$ cat config.mk
export PLATFORM = sky130hd
export DESIGN_NAME = vht_capability_intersect
export DESIGN_NICKNAME = d
export VERILOG_FILES = /design/src/rtl/vhtci_pkg.sv /design/src/rtl/vhtci_merge.sv /design/src/rtl/vht_capability_intersect.sv
export SDC_FILE = /design/constraint.sdc
export NUM_CORES = 1
export LEC_CHECK = 0
export CAP_MARGIN = 20
export CORE_MARGIN = 3
export CORE_UTILIZATION = 40
export DETAILED_ROUTE_END_ITERATION = 12
export DONT_BUFFER_PORTS = 1
export GPL_TIMING_DRIVEN = 0
export PLACE_DENSITY = 0.62
export SYNTH_ARGS = -nofsm -noshare
export SYNTH_HDL_FRONTEND = slang
export SYNTH_SLANG_ARGS = --single-unit
export TNS_END_PERCENT = 1
$ cat constraint.sdc
create_clock -name clk -period 19 [get_ports clk]
set_input_delay 3.8 -clock clk [delete_from_list [all_inputs] [get_ports clk]]
set_output_delay 3.8 -clock clk [all_outputs]
set_load 0.01 [all_outputs]
$ cat src/rtl/vhtci_pkg.sv
// Shared types and constants for the VHT capability intersection block.
package vhtci_pkg;

  // Number of 2-bit MCS lanes that take part in the TX map intersection.
  localparam int unsigned STREAM_LANES = 8;
  localparam int unsigned MCS_LANES_TOTAL = 8;

  localparam logic [1:0] MCS_UNSUPPORTED = 2'h3;

  localparam int unsigned CFG_IDX_W = 3;
  localparam int unsigned CFG_DATA_W = 32;

  typedef enum logic [CFG_IDX_W-1:0] {
    REG_LOCAL_CAPS       = 3'd0,
    REG_LOCAL_RX_MCS_MAP = 3'd1,
    REG_LOCAL_TX_MCS_MAP = 3'd2,
    REG_ALLOW_80P80      = 3'd3,
    REG_ALLOW_160        = 3'd4,
    REG_STBC_TX_ON       = 3'd5,
    REG_STBC_RX_ON       = 3'd6
  } cfg_reg_t;

  typedef struct packed {
    logic [31:0] peer_caps;
    logic [15:0] peer_tx_mcs_map;
    logic        station_mode;
  } in_beat_t;

  typedef struct packed {
    logic [31:0] cap_word;
    logic [15:0] rx_mcs_out;
    logic [15:0] tx_mcs_out;
  } out_beat_t;

  typedef struct packed {
    logic [31:0] local_caps;
    logic [15:0] local_rx_mcs_map;
    logic [15:0] local_tx_mcs_map;
    logic        allow_80p80;
    logic        allow_160;
    logic        stbc_tx_on;
    logic        stbc_rx_on;
  } cfg_t;

endpackage

$ cat src/rtl/vhtci_merge.sv
// Combinational capability and MCS map intersection for one beat.
module vhtci_merge (
  input  vhtci_pkg::cfg_t      cfg,
  input  vhtci_pkg::in_beat_t  beat_in,
  output vhtci_pkg::out_beat_t beat_out
);

  logic [31:0] lc;
  logic [31:0] pc;
  logic        sta;
  logic [1:0]  width_op;
  logic [1:0]  width_res;
  logic        tx_stbc_op;
  logic        tx_stbc;
  logic [2:0]  rx_stbc_op;
  logic [2:0]  rx_stbc;
  logic        su_bfr;
  logic        su_bfe;
  logic        htc;
  logic [31:0] cap;
  logic [15:0] txmap;
  logic [1:0]  lane_a;
  logic [1:0]  lane_b;

  always_comb begin
    sta = beat_in.station_mode;
    lc  = cfg.local_caps;
    pc  = sta ? beat_in.peer_caps : cfg.local_caps;
    cap = '0;

    cap[1:0] = (lc[1:0] < pc[1:0]) ? lc[1:0] : pc[1:0];

    // Width is stepped down one level at a time; the reserved code passes.
    width_op = pc[3:2];
    if (width_op == 2'd2 && !cfg.allow_80p80) begin
      width_op = 2'd1;
    end
    if (width_op == 2'd1 && !cfg.allow_160) begin
      width_op = 2'd0;
    end
    width_res = (lc[3:2] < width_op) ? lc[3:2] : width_op;
    cap[3:2]  = width_res;

    cap[4] = lc[4] & pc[4];
    cap[5] = lc[5] & pc[5];
    cap[6] = lc[6] & pc[6];

    // STBC crosses over in station mode: our TX pairs with the peer's RX.
    tx_stbc_op = sta ? (|beat_in.peer_caps[10:8]) : lc[7];
    tx_stbc    = lc[7] & tx_stbc_op & cfg.stbc_tx_on;
    rx_stbc_op = sta ? {2'b00, beat_in.peer_caps[7]} : lc[10:8];
    rx_stbc    = (lc[10:8] < rx_stbc_op) ? lc[10:8] : rx_stbc_op;
    if (!cfg.stbc_rx_on) begin
      rx_stbc = 3'd0;
    end
    if (rx_stbc == 3'd0) begin
      tx_stbc = 1'b0;
    end
    cap[7]    = tx_stbc;
    cap[10:8] = rx_stbc;

    su_bfr  = lc[11] & pc[11];
    su_bfe  = lc[12] & pc[12];
    cap[11] = su_bfr;
    cap[12] = su_bfe;
    cap[15:13] = su_bfe ? ((lc[15:13] < pc[15:13]) ? lc[15:13] : pc[15:13]) : 3'd0;
    cap[18:16] = su_bfr ? ((lc[18:16] < pc[18:16]) ? lc[18:16] : pc[18:16]) : 3'd0;
    cap[19] = su_bfr & sta & lc[19] & pc[19];
    cap[20] = su_bfe & !sta & lc[20] & pc[20];

    cap[21] = lc[21] & pc[21];
    htc     = lc[22] & pc[22];
    cap[22] = htc;
    cap[25:23] = (lc[25:23] < pc[25:23]) ? lc[25:23] : pc[25:23];
    cap[27:26] = htc ? ((lc[27:26] < pc[27:26]) ? lc[27:26] : pc[27:26]) : 2'd0;

    // Antenna pattern consistency takes the larger value.
    cap[28] = lc[28] | pc[28];
    cap[29] = lc[29] | pc[29];

    txmap = cfg.local_tx_mcs_map;
    for (int i = 0; i < vhtci_pkg::MCS_LANES_TOTAL; i++) begin
      lane_a = cfg.local_tx_mcs_map[2*i +: 2];
      lane_b = beat_in.peer_tx_mcs_map[2*i +: 2];
      if (sta && i < vhtci_pkg::STREAM_LANES) begin
        if (lane_a == vhtci_pkg::MCS_UNSUPPORTED || lane_b == vhtci_pkg::MCS_UNSUPPORTED) begin
          txmap[2*i +: 2] = vhtci_pkg::MCS_UNSUPPORTED;
        end else begin
          txmap[2*i +: 2] = (lane_a < lane_b) ? lane_a : lane_b;
        end
      end
    end

    beat_out.cap_word   = cap;
    beat_out.rx_mcs_out = cfg.local_rx_mcs_map;
    beat_out.tx_mcs_out = txmap;
  end

endmodule

$ cat src/rtl/vht_capability_intersect.sv
// Top level of the VHT capability intersection block.
//
//   Channel  Ports                             Direction  Payload
//   in       in_valid, in_stall, in_data       inbound    peer caps, peer TX map, mode
//   out      out_valid, out_stall, out_data    outbound   cap word, RX map, TX map
//   cfg      cfg_we, cfg_idx, cfg_wdata        inbound    local caps, maps, permits
//
// A beat is captured in the input register, the capability merge runs in the
// following cycle, and the result is held in the output register. One beat is
// accepted per cycle as long as the output is taken.
// rst_n is synchronous and active low; it empties both registers and loads the
// configuration reset values. A stall on the output backs up into in_stall only
// when both registers hold beats.
module vht_capability_intersect (
  input  logic                                clk,
  input  logic                                rst_n,
  input  logic                                in_valid,
  output logic                                in_stall,
  input  vhtci_pkg::in_beat_t                 in_data,
  output logic                                out_valid,
  input  logic                                out_stall,
  output vhtci_pkg::out_beat_t                out_data,
  input  logic                                cfg_we,
  input  logic [vhtci_pkg::CFG_IDX_W-1:0]     cfg_idx,
  input  logic [vhtci_pkg::CFG_DATA_W-1:0]    cfg_wdata
);

  vhtci_pkg::cfg_t      cfg_r;
  vhtci_pkg::in_beat_t  in_beat_r;
  logic                 in_vld_r;
  vhtci_pkg::out_beat_t out_beat_r;
  logic                 out_vld_r;
  vhtci_pkg::out_beat_t merged;
  logic                 out_load;
  logic                 in_load;

  // Configuration registers. Unknown indexes are dropped.
  always_ff @(posedge clk) begin
    if (!rst_n) begin
      cfg_r.local_caps       <= 32'h0;
      cfg_r.local_rx_mcs_map <= 16'hFFFF;
      cfg_r.local_tx_mcs_map <= 16'hFFFF;
      cfg_r.allow_80p80      <= 1'b0;
      cfg_r.allow_160        <= 1'b0;
      cfg_r.stbc_tx_on       <= 1'b0;
      cfg_r.stbc_rx_on       <= 1'b0;
    end else if (cfg_we) begin
      unique case (cfg_idx)
        vhtci_pkg::REG_LOCAL_CAPS:       cfg_r.local_caps       <= cfg_wdata;
        vhtci_pkg::REG_LOCAL_RX_MCS_MAP: cfg_r.local_rx_mcs_map <= cfg_wdata[15:0];
        vhtci_pkg::REG_LOCAL_TX_MCS_MAP: cfg_r.local_tx_mcs_map <= cfg_wdata[15:0];
        vhtci_pkg::REG_ALLOW_80P80:      cfg_r.allow_80p80      <= cfg_wdata[0];
        vhtci_pkg::REG_ALLOW_160:        cfg_r.allow_160        <= cfg_wdata[0];
        vhtci_pkg::REG_STBC_TX_ON:       cfg_r.stbc_tx_on       <= cfg_wdata[0];
        vhtci_pkg::REG_STBC_RX_ON:       cfg_r.stbc_rx_on       <= cfg_wdata[0];
        default: begin
        end
      endcase
    end
  end

  // The output register can load when it is empty or its beat leaves now.
  assign out_load = !out_vld_r || !out_stall;
  // The input register can load when it is empty or its beat moves on.
  assign in_stall = in_vld_r && !out_load;
  assign in_load  = in_valid && !in_stall;

  always_ff @(posedge clk) begin
    if (!rst_n) begin
      in_vld_r <= 1'b0;
    end else if (!in_stall) begin
      in_vld_r <= in_valid;
    end
  end

  always_ff @(posedge clk) begin
    if (in_load) begin
      in_beat_r <= in_data;
    end
  end

  vhtci_merge u_merge (
    .cfg      (cfg_r),
    .beat_in  (in_beat_r),
    .beat_out (merged)
  );

  always_ff @(posedge clk) begin
    if (!rst_n) begin
      out_vld_r <= 1'b0;
    end else if (out_load) begin
      out_vld_r <= in_vld_r;
    end
  end

  always_ff @(posedge clk) begin
    if (out_load && in_vld_r) begin
      out_beat_r <= merged;
    end
  end

  assign out_valid = out_vld_r;
  assign out_data  = out_beat_r;

endmodule

# Yosys cells after proc, flatten, opt, wreduce, memory -nomap -nowiden
# Index checks and enable logic that the tools add are counted.
[totals]
ff_bits = 177
inputBits = 89
output_inout_bits = 66
wordCells = 143
[classes]
n_lt_le_gt_ge = 15
eq_ne = 24
muxes = 37
bitwise_logic = 17
n_reduce_logical = 31
[ops]
columns = ["op", "count"]
rows = [
  ["$mux W2", 29],
  ["$eq A2 B2 Y1 const B", 17],
  ["$mux W30", 1],
  ["$lt A2 B2 Y1", 11],
  ["$mux W3", 6],
  ["$and A1 B1 Y1", 15],
  ["$reduce_and A2 Y1", 7],
  ["$lt A3 B3 Y1", 4],
  ["$eq A3 B3 Y1 const B", 3],
  ["$logic_or A1 B1 Y1", 9],
  ["$logic_not A1 Y1", 7],
  ["$eq A3 B2 Y1 const B", 2],
  ["$logic_not A3 Y1", 2],
  ["$logic_and A1 B1 Y1", 5],
  ["$eq A3 B1 Y1 const B", 1],
  ["$reduce_or A3 Y1", 1],
  ["$eq A2 B1 Y1 const B", 1],
  ["$or A1 B1 Y1", 2],
  ["$mux W1", 1],
]

# Logic depth before layout (Yosys ltp)
[depth]
depth_word = 9
mapped_depth = 8
ltp_nobuf = 6

# Modules after synthesis
# Synthesis repeated with hierarchy kept, for this count alone.
[unflattened]
hier_cells = 623
hier_area_um2 = 7888.8
[by_module_without_submodules]
columns = ["module", "n_inst", "cells_per_inst", "area_per_inst_um2", "seq_area_each_um2"]
rows = [
  ["vht_capability_intersect", 1, 400, 6283.5, 4794.6],
  ["vhtci_merge", 1, 223, 1605.3, 0.0],
]

# Worst setup path before layout
# Ideal clock, no wire load.
[synth_path]
path_type = "input-to-reg"
startpoint = "input port out_stall"
endpoint = "register out_beat_r, in the netlist out_data[0] (enable)"
setup_time_ns = 0.576
arrival_ns = 8.326
required_time_ns = 18.424
slack_ns = 10.098
path_stages = 1
path_buffers = 0
cell_sequence = "a21boi_0"
[synth_via]
elab_chain_cells = 3
[synth_rtl]
columns = ["item", "line_no", "rtl"]
rows = [
  ["start: declaration", "vht_capability_intersect.sv:21", "input logic out_stall,"],
  ["$logic_not A1 Y1", "vht_capability_intersect.sv:63", "assign out_load = !out_vld_r || !out_stall;"],
  ["$logic_or A1 B1 Y1", "vht_capability_intersect.sv:63", ""],
  ["$logic_and A1 B1 Y1", "vht_capability_intersect.sv:97", "if (out_load && in_vld_r) begin"],
  ["end signal: assignment", "vht_capability_intersect.sv:98", "out_beat_r <= merged;"],
  ["end: declaration", "vht_capability_intersect.sv:31", "vhtci_pkg::out_beat_t out_beat_r;"],
]
# No other way between the ends.
# A chain may end at the register's enable or synchronous reset.

# Worst setup path after layout
[layout_path]
startpoint = "input port out_stall"
endpoint = "output port in_stall"
[layout_via]
elab_chain_cells = 4
[layout_rtl]
columns = ["item", "line_no", "rtl"]
rows = [
  ["$logic_not A1 Y1", "vht_capability_intersect.sv:63", ""],
  ["$logic_or A1 B1 Y1", "vht_capability_intersect.sv:63", ""],
  ["$logic_not A1 Y1", "vht_capability_intersect.sv:65", "assign in_stall = in_vld_r && !out_load;"],
  ["$logic_and A1 B1 Y1", "vht_capability_intersect.sv:65", ""],
  ["end: declaration", "vht_capability_intersect.sv:18", "output logic in_stall,"],
]
# No other way between the ends.

==> run_results.csv <==
group,metric,value,unit
status,status,"completed",
pwr,max-vdd-ir-drop,0.06430,mV
synth,synth.top_cell.area_share,43.87,%
critical_path,crit_chain,"and3_1",
critical_path,r2r_cells,8,
routing,dr.pass1.iters,4,
clocking,clock-sinks,176,
placement,pre_cts_slack,11110,ps
critical_path,r2r_end,"out_data[56]",
floorplan,die-area,20150,sq um
sta,fin_worst_skew,9.310,ps
synth,synthCells,614,
placement,gp_congestion,0.7928,
critical_path,r2r-start,"in_beat_r[0]",
layout,fin_nets,754,
clocking,insertion_delay,430,ps
floorplan,core_area,18090,sq um
grt,grt_usage,17.23,%
synth,yosys_warnings,0,
clocking,cts_buffer_depth,2,
synth,yosys.area_share.adder,4.739,%
routing,routedWlPerCell,19.67,um
routing,postRouteAntennaNets,0,
routing,vias_per_cell,5.357,
critical_path,slowest_delay,290,ps
layout,syn_to_final_growth,13.00,%
synth,synth-compound-area-share,11.34,%
critical_path,crit_family,"simple AND/OR/NAND/NOR gates",
synth,postSynthAreaPerCell,12.04,sq um
clocking,cts_resized,0,
synth,synth_top_family_by_area,"simple AND/OR/NAND/NOR gates",
sta,relSlewSlack,41.55,%
sta,rsz0062_at_grt,"no",
layout,drive_above_1_share,19.69,%
worst_hold_path,min_from,"cfg_r[29]",
synth,synth_area_leader_cell,"edfxtp_1",
grt,grt_antenna_before_repair,2,
critical_path,end_kind,"primary output",
grt,grt_start_max_net_pins,31,
sta,setup_tns,0,ps
synth,synth_edf_count,108,
synth,synth.most_common_cell,"nand2_1",
layout,design_area,8354,sq um
synth,async_reset_ff_share,0,%
pwr,fin_total_pwr,818.9,uW
clocking,holdBufCountCts,0,
critical_path,path_max_fanout,3,
clocking,cts_tree,"built",
worst_hold_path,hold_class,"reg -> reg",
clocking,clkTransAtPathRegs,70,ps
sta,min_period,7892,ps
routing,first_iter_violations,288,
clocking,cts_setup_buffers,0,
grt,overflow,0,
floorplan,rows,49,
sta,setup_violations,0,
clocking,cts-buffers-inserted,17,
sta,fin_ws,11110,ps
placement,dpl-instance-area,7770,sq um
critical_path,crit_buf_inv,0,
placement,port_buffers,0,
clocking,cts-root-buf,"clkbuf_16",
synth,synth_xor_area_share,0,%
pwr,leakagePower,3.162,nW
worst_hold_path,hold_depth,0,
floorplan,die_h,142.0,um
critical_path,path_class,"in -> out",
synth,synth_area,7393,sq um
critical_path,arrival,4090,ps
layout,num_antenna_cells,0,
sta,hold_viol,0,
worst_hold_path,hold_path_end,"out_data[25]",
floorplan,ios,155,
critical_path,r2r_setup_slack,16620,ps
floorplan,die_x,142.0,um
routing,drc,0,
sta,clock.fmax,126.7,MHz
synth,synth.top_cells.by_count,"nand2_1 (114), edfxtp_1 (108), dfxtp_1 (68), nand3_1 (45)",
critical_path,cp-start-kind,"input pin",
sta,fin_crit_sh,41.54,%
synth,synth.ff_latch_count,176,
critical_path,crit_slowest_cell,"and3_1",
grt,grt_pass1_vias,4809,
job,drv_cap,0,
sta,finalMaxSlewViolations,0,
synth,synthSimpleGateAreaFrac,15.42,%
floorplan,start_util,40.88,%
synth,ys_seq_area_share,62.28,%
synth,synth.distinct_cells,43,
synth,synth_mux_area_share,2.065,%
critical_path,worstPathRequired,15200,ps
grt,grt_pass1_wl,26530,um
synth,synthTopCellsByArea,"edfxtp_1 (44%), dfxtp_1 (18%), nand2_1 (5.8%), ha_1 (4.7%), a21boi_2 (4.6%)",
sta,tightestPinTransition,874.9,ps
pwr,power.density,98.02,nW/um^2
routing,dr_total_vias,4709,
placement,place_hpwl,12800,um
synth,synth_top_flop_cell,"edfxtp_1",
clocking,cts_max_level,4,
routing,drt-total-wl,17290,um
[where the power goes]
group	total, mW	switching (mW)	internal, mW
Clock	0.341	0.165	0.176
Sequential	0.431	0.0106	0.421
Combinational	0.0465	0.0281	0.0184
Total	0.819	0.203	0.615
[cells in the final DEF (no fill, tap or decap), drive strengths merged, types with 7 or more instances in the layout]
| master | Yosys | layout |
|---|---|---|
| inv | 27 | 37 |
| o21ai | 9 | 9 |
| a21boi | 31 | 31 |
| nand2 | 144 | 144 |
| dfxtp | 68 | 68 |
| a21o | 7 | 7 |
| nand3 | 45 | 45 |
| o22a | 8 | 8 |
| buf | 22 | 25 |
| mux2i | 13 | 13 |
| edfxtp | 108 | 108 |
| o32a | 8 | 8 |
| clkbuf | 12 | 29 |
| nor2 | 19 | 19 |
| ha | 28 | 28 |
| a31oi | 12 | 12 |
[area by class of cell]
type / count / area, sq um
plain buffers: 34 / 202.7
clock buffers: 17 / 425.4
clock inverters: 15 / 158.9
fillers: 1577 / 9732
inverters: 27 / 101.3
multi-input cells: 378 / 2507
flip-flops and latches: 176 / 4604
well taps: 229 / 286.5
repair buffers: 3 / 67.56
[routing by layer]
layer / track usage [%] / wire, um / vias to the layer above
li1: - / - / 2228
met1: 20.61 / 7240 / 2290
met2: 29.26 / 8655 / 158
met3: 6.048 / 1066 / 29
met4: 5.505 / 299 / 4
met5: 0 / 27 / -
[through the flow]
step	std cells	util [%]	hold WS, ps
2_1_floorplan	615	-	408.1
3_3_place_gp	844	42.48	418.6
3_5_place_dp	847	42.96	421.9
4_1_cts	879	46.19	439.0
5_1_grt	879	46.19	450.3
6_report	879	46.19	433.1
[logic make-up (layout without fill, tap and decap cells)]
kind of cell,count (synthesis),count (layout)
mux,15,15
compound gates,98,98
other cells,1,2
fa+ha+maj,28,28
simple gates,235,235
flops,176,176
buf+inv,61,96
[state kept, by name, indices dropped and copies added, names as in the netlist]
register	flops
cfg_r	66
in_beat_r	46
in_vld_r	1
out_data	62
out_valid	1
[worst reg2reg max path: cells and delay by family (launching register included)]
| family | cells | cell delay (ps) |
|---|---|---|
| flops | 1 | 320 |
| mux | 2 | 460 |
| compound gates | 2 | 440 |
| fa+ha+maj | 1 | 290 |
| buf+inv | 3 | 750 |
[worst max-delay path by stage]
stage	depth (start not counted)	slack [ps]	to	start
final	1	11110	in_stall	out_stall
after global placement	1	7890	out_data[6]	out_stall
after detailed placement	1	11110	in_stall	out_stall
after global routing	1	11090	in_stall	out_stall
after floorplan	1	10100	out_data[0]	out_stall
after CTS	1	11100	in_stall	out_stall
Note: power is estimated with default switching activity, not from simulation.
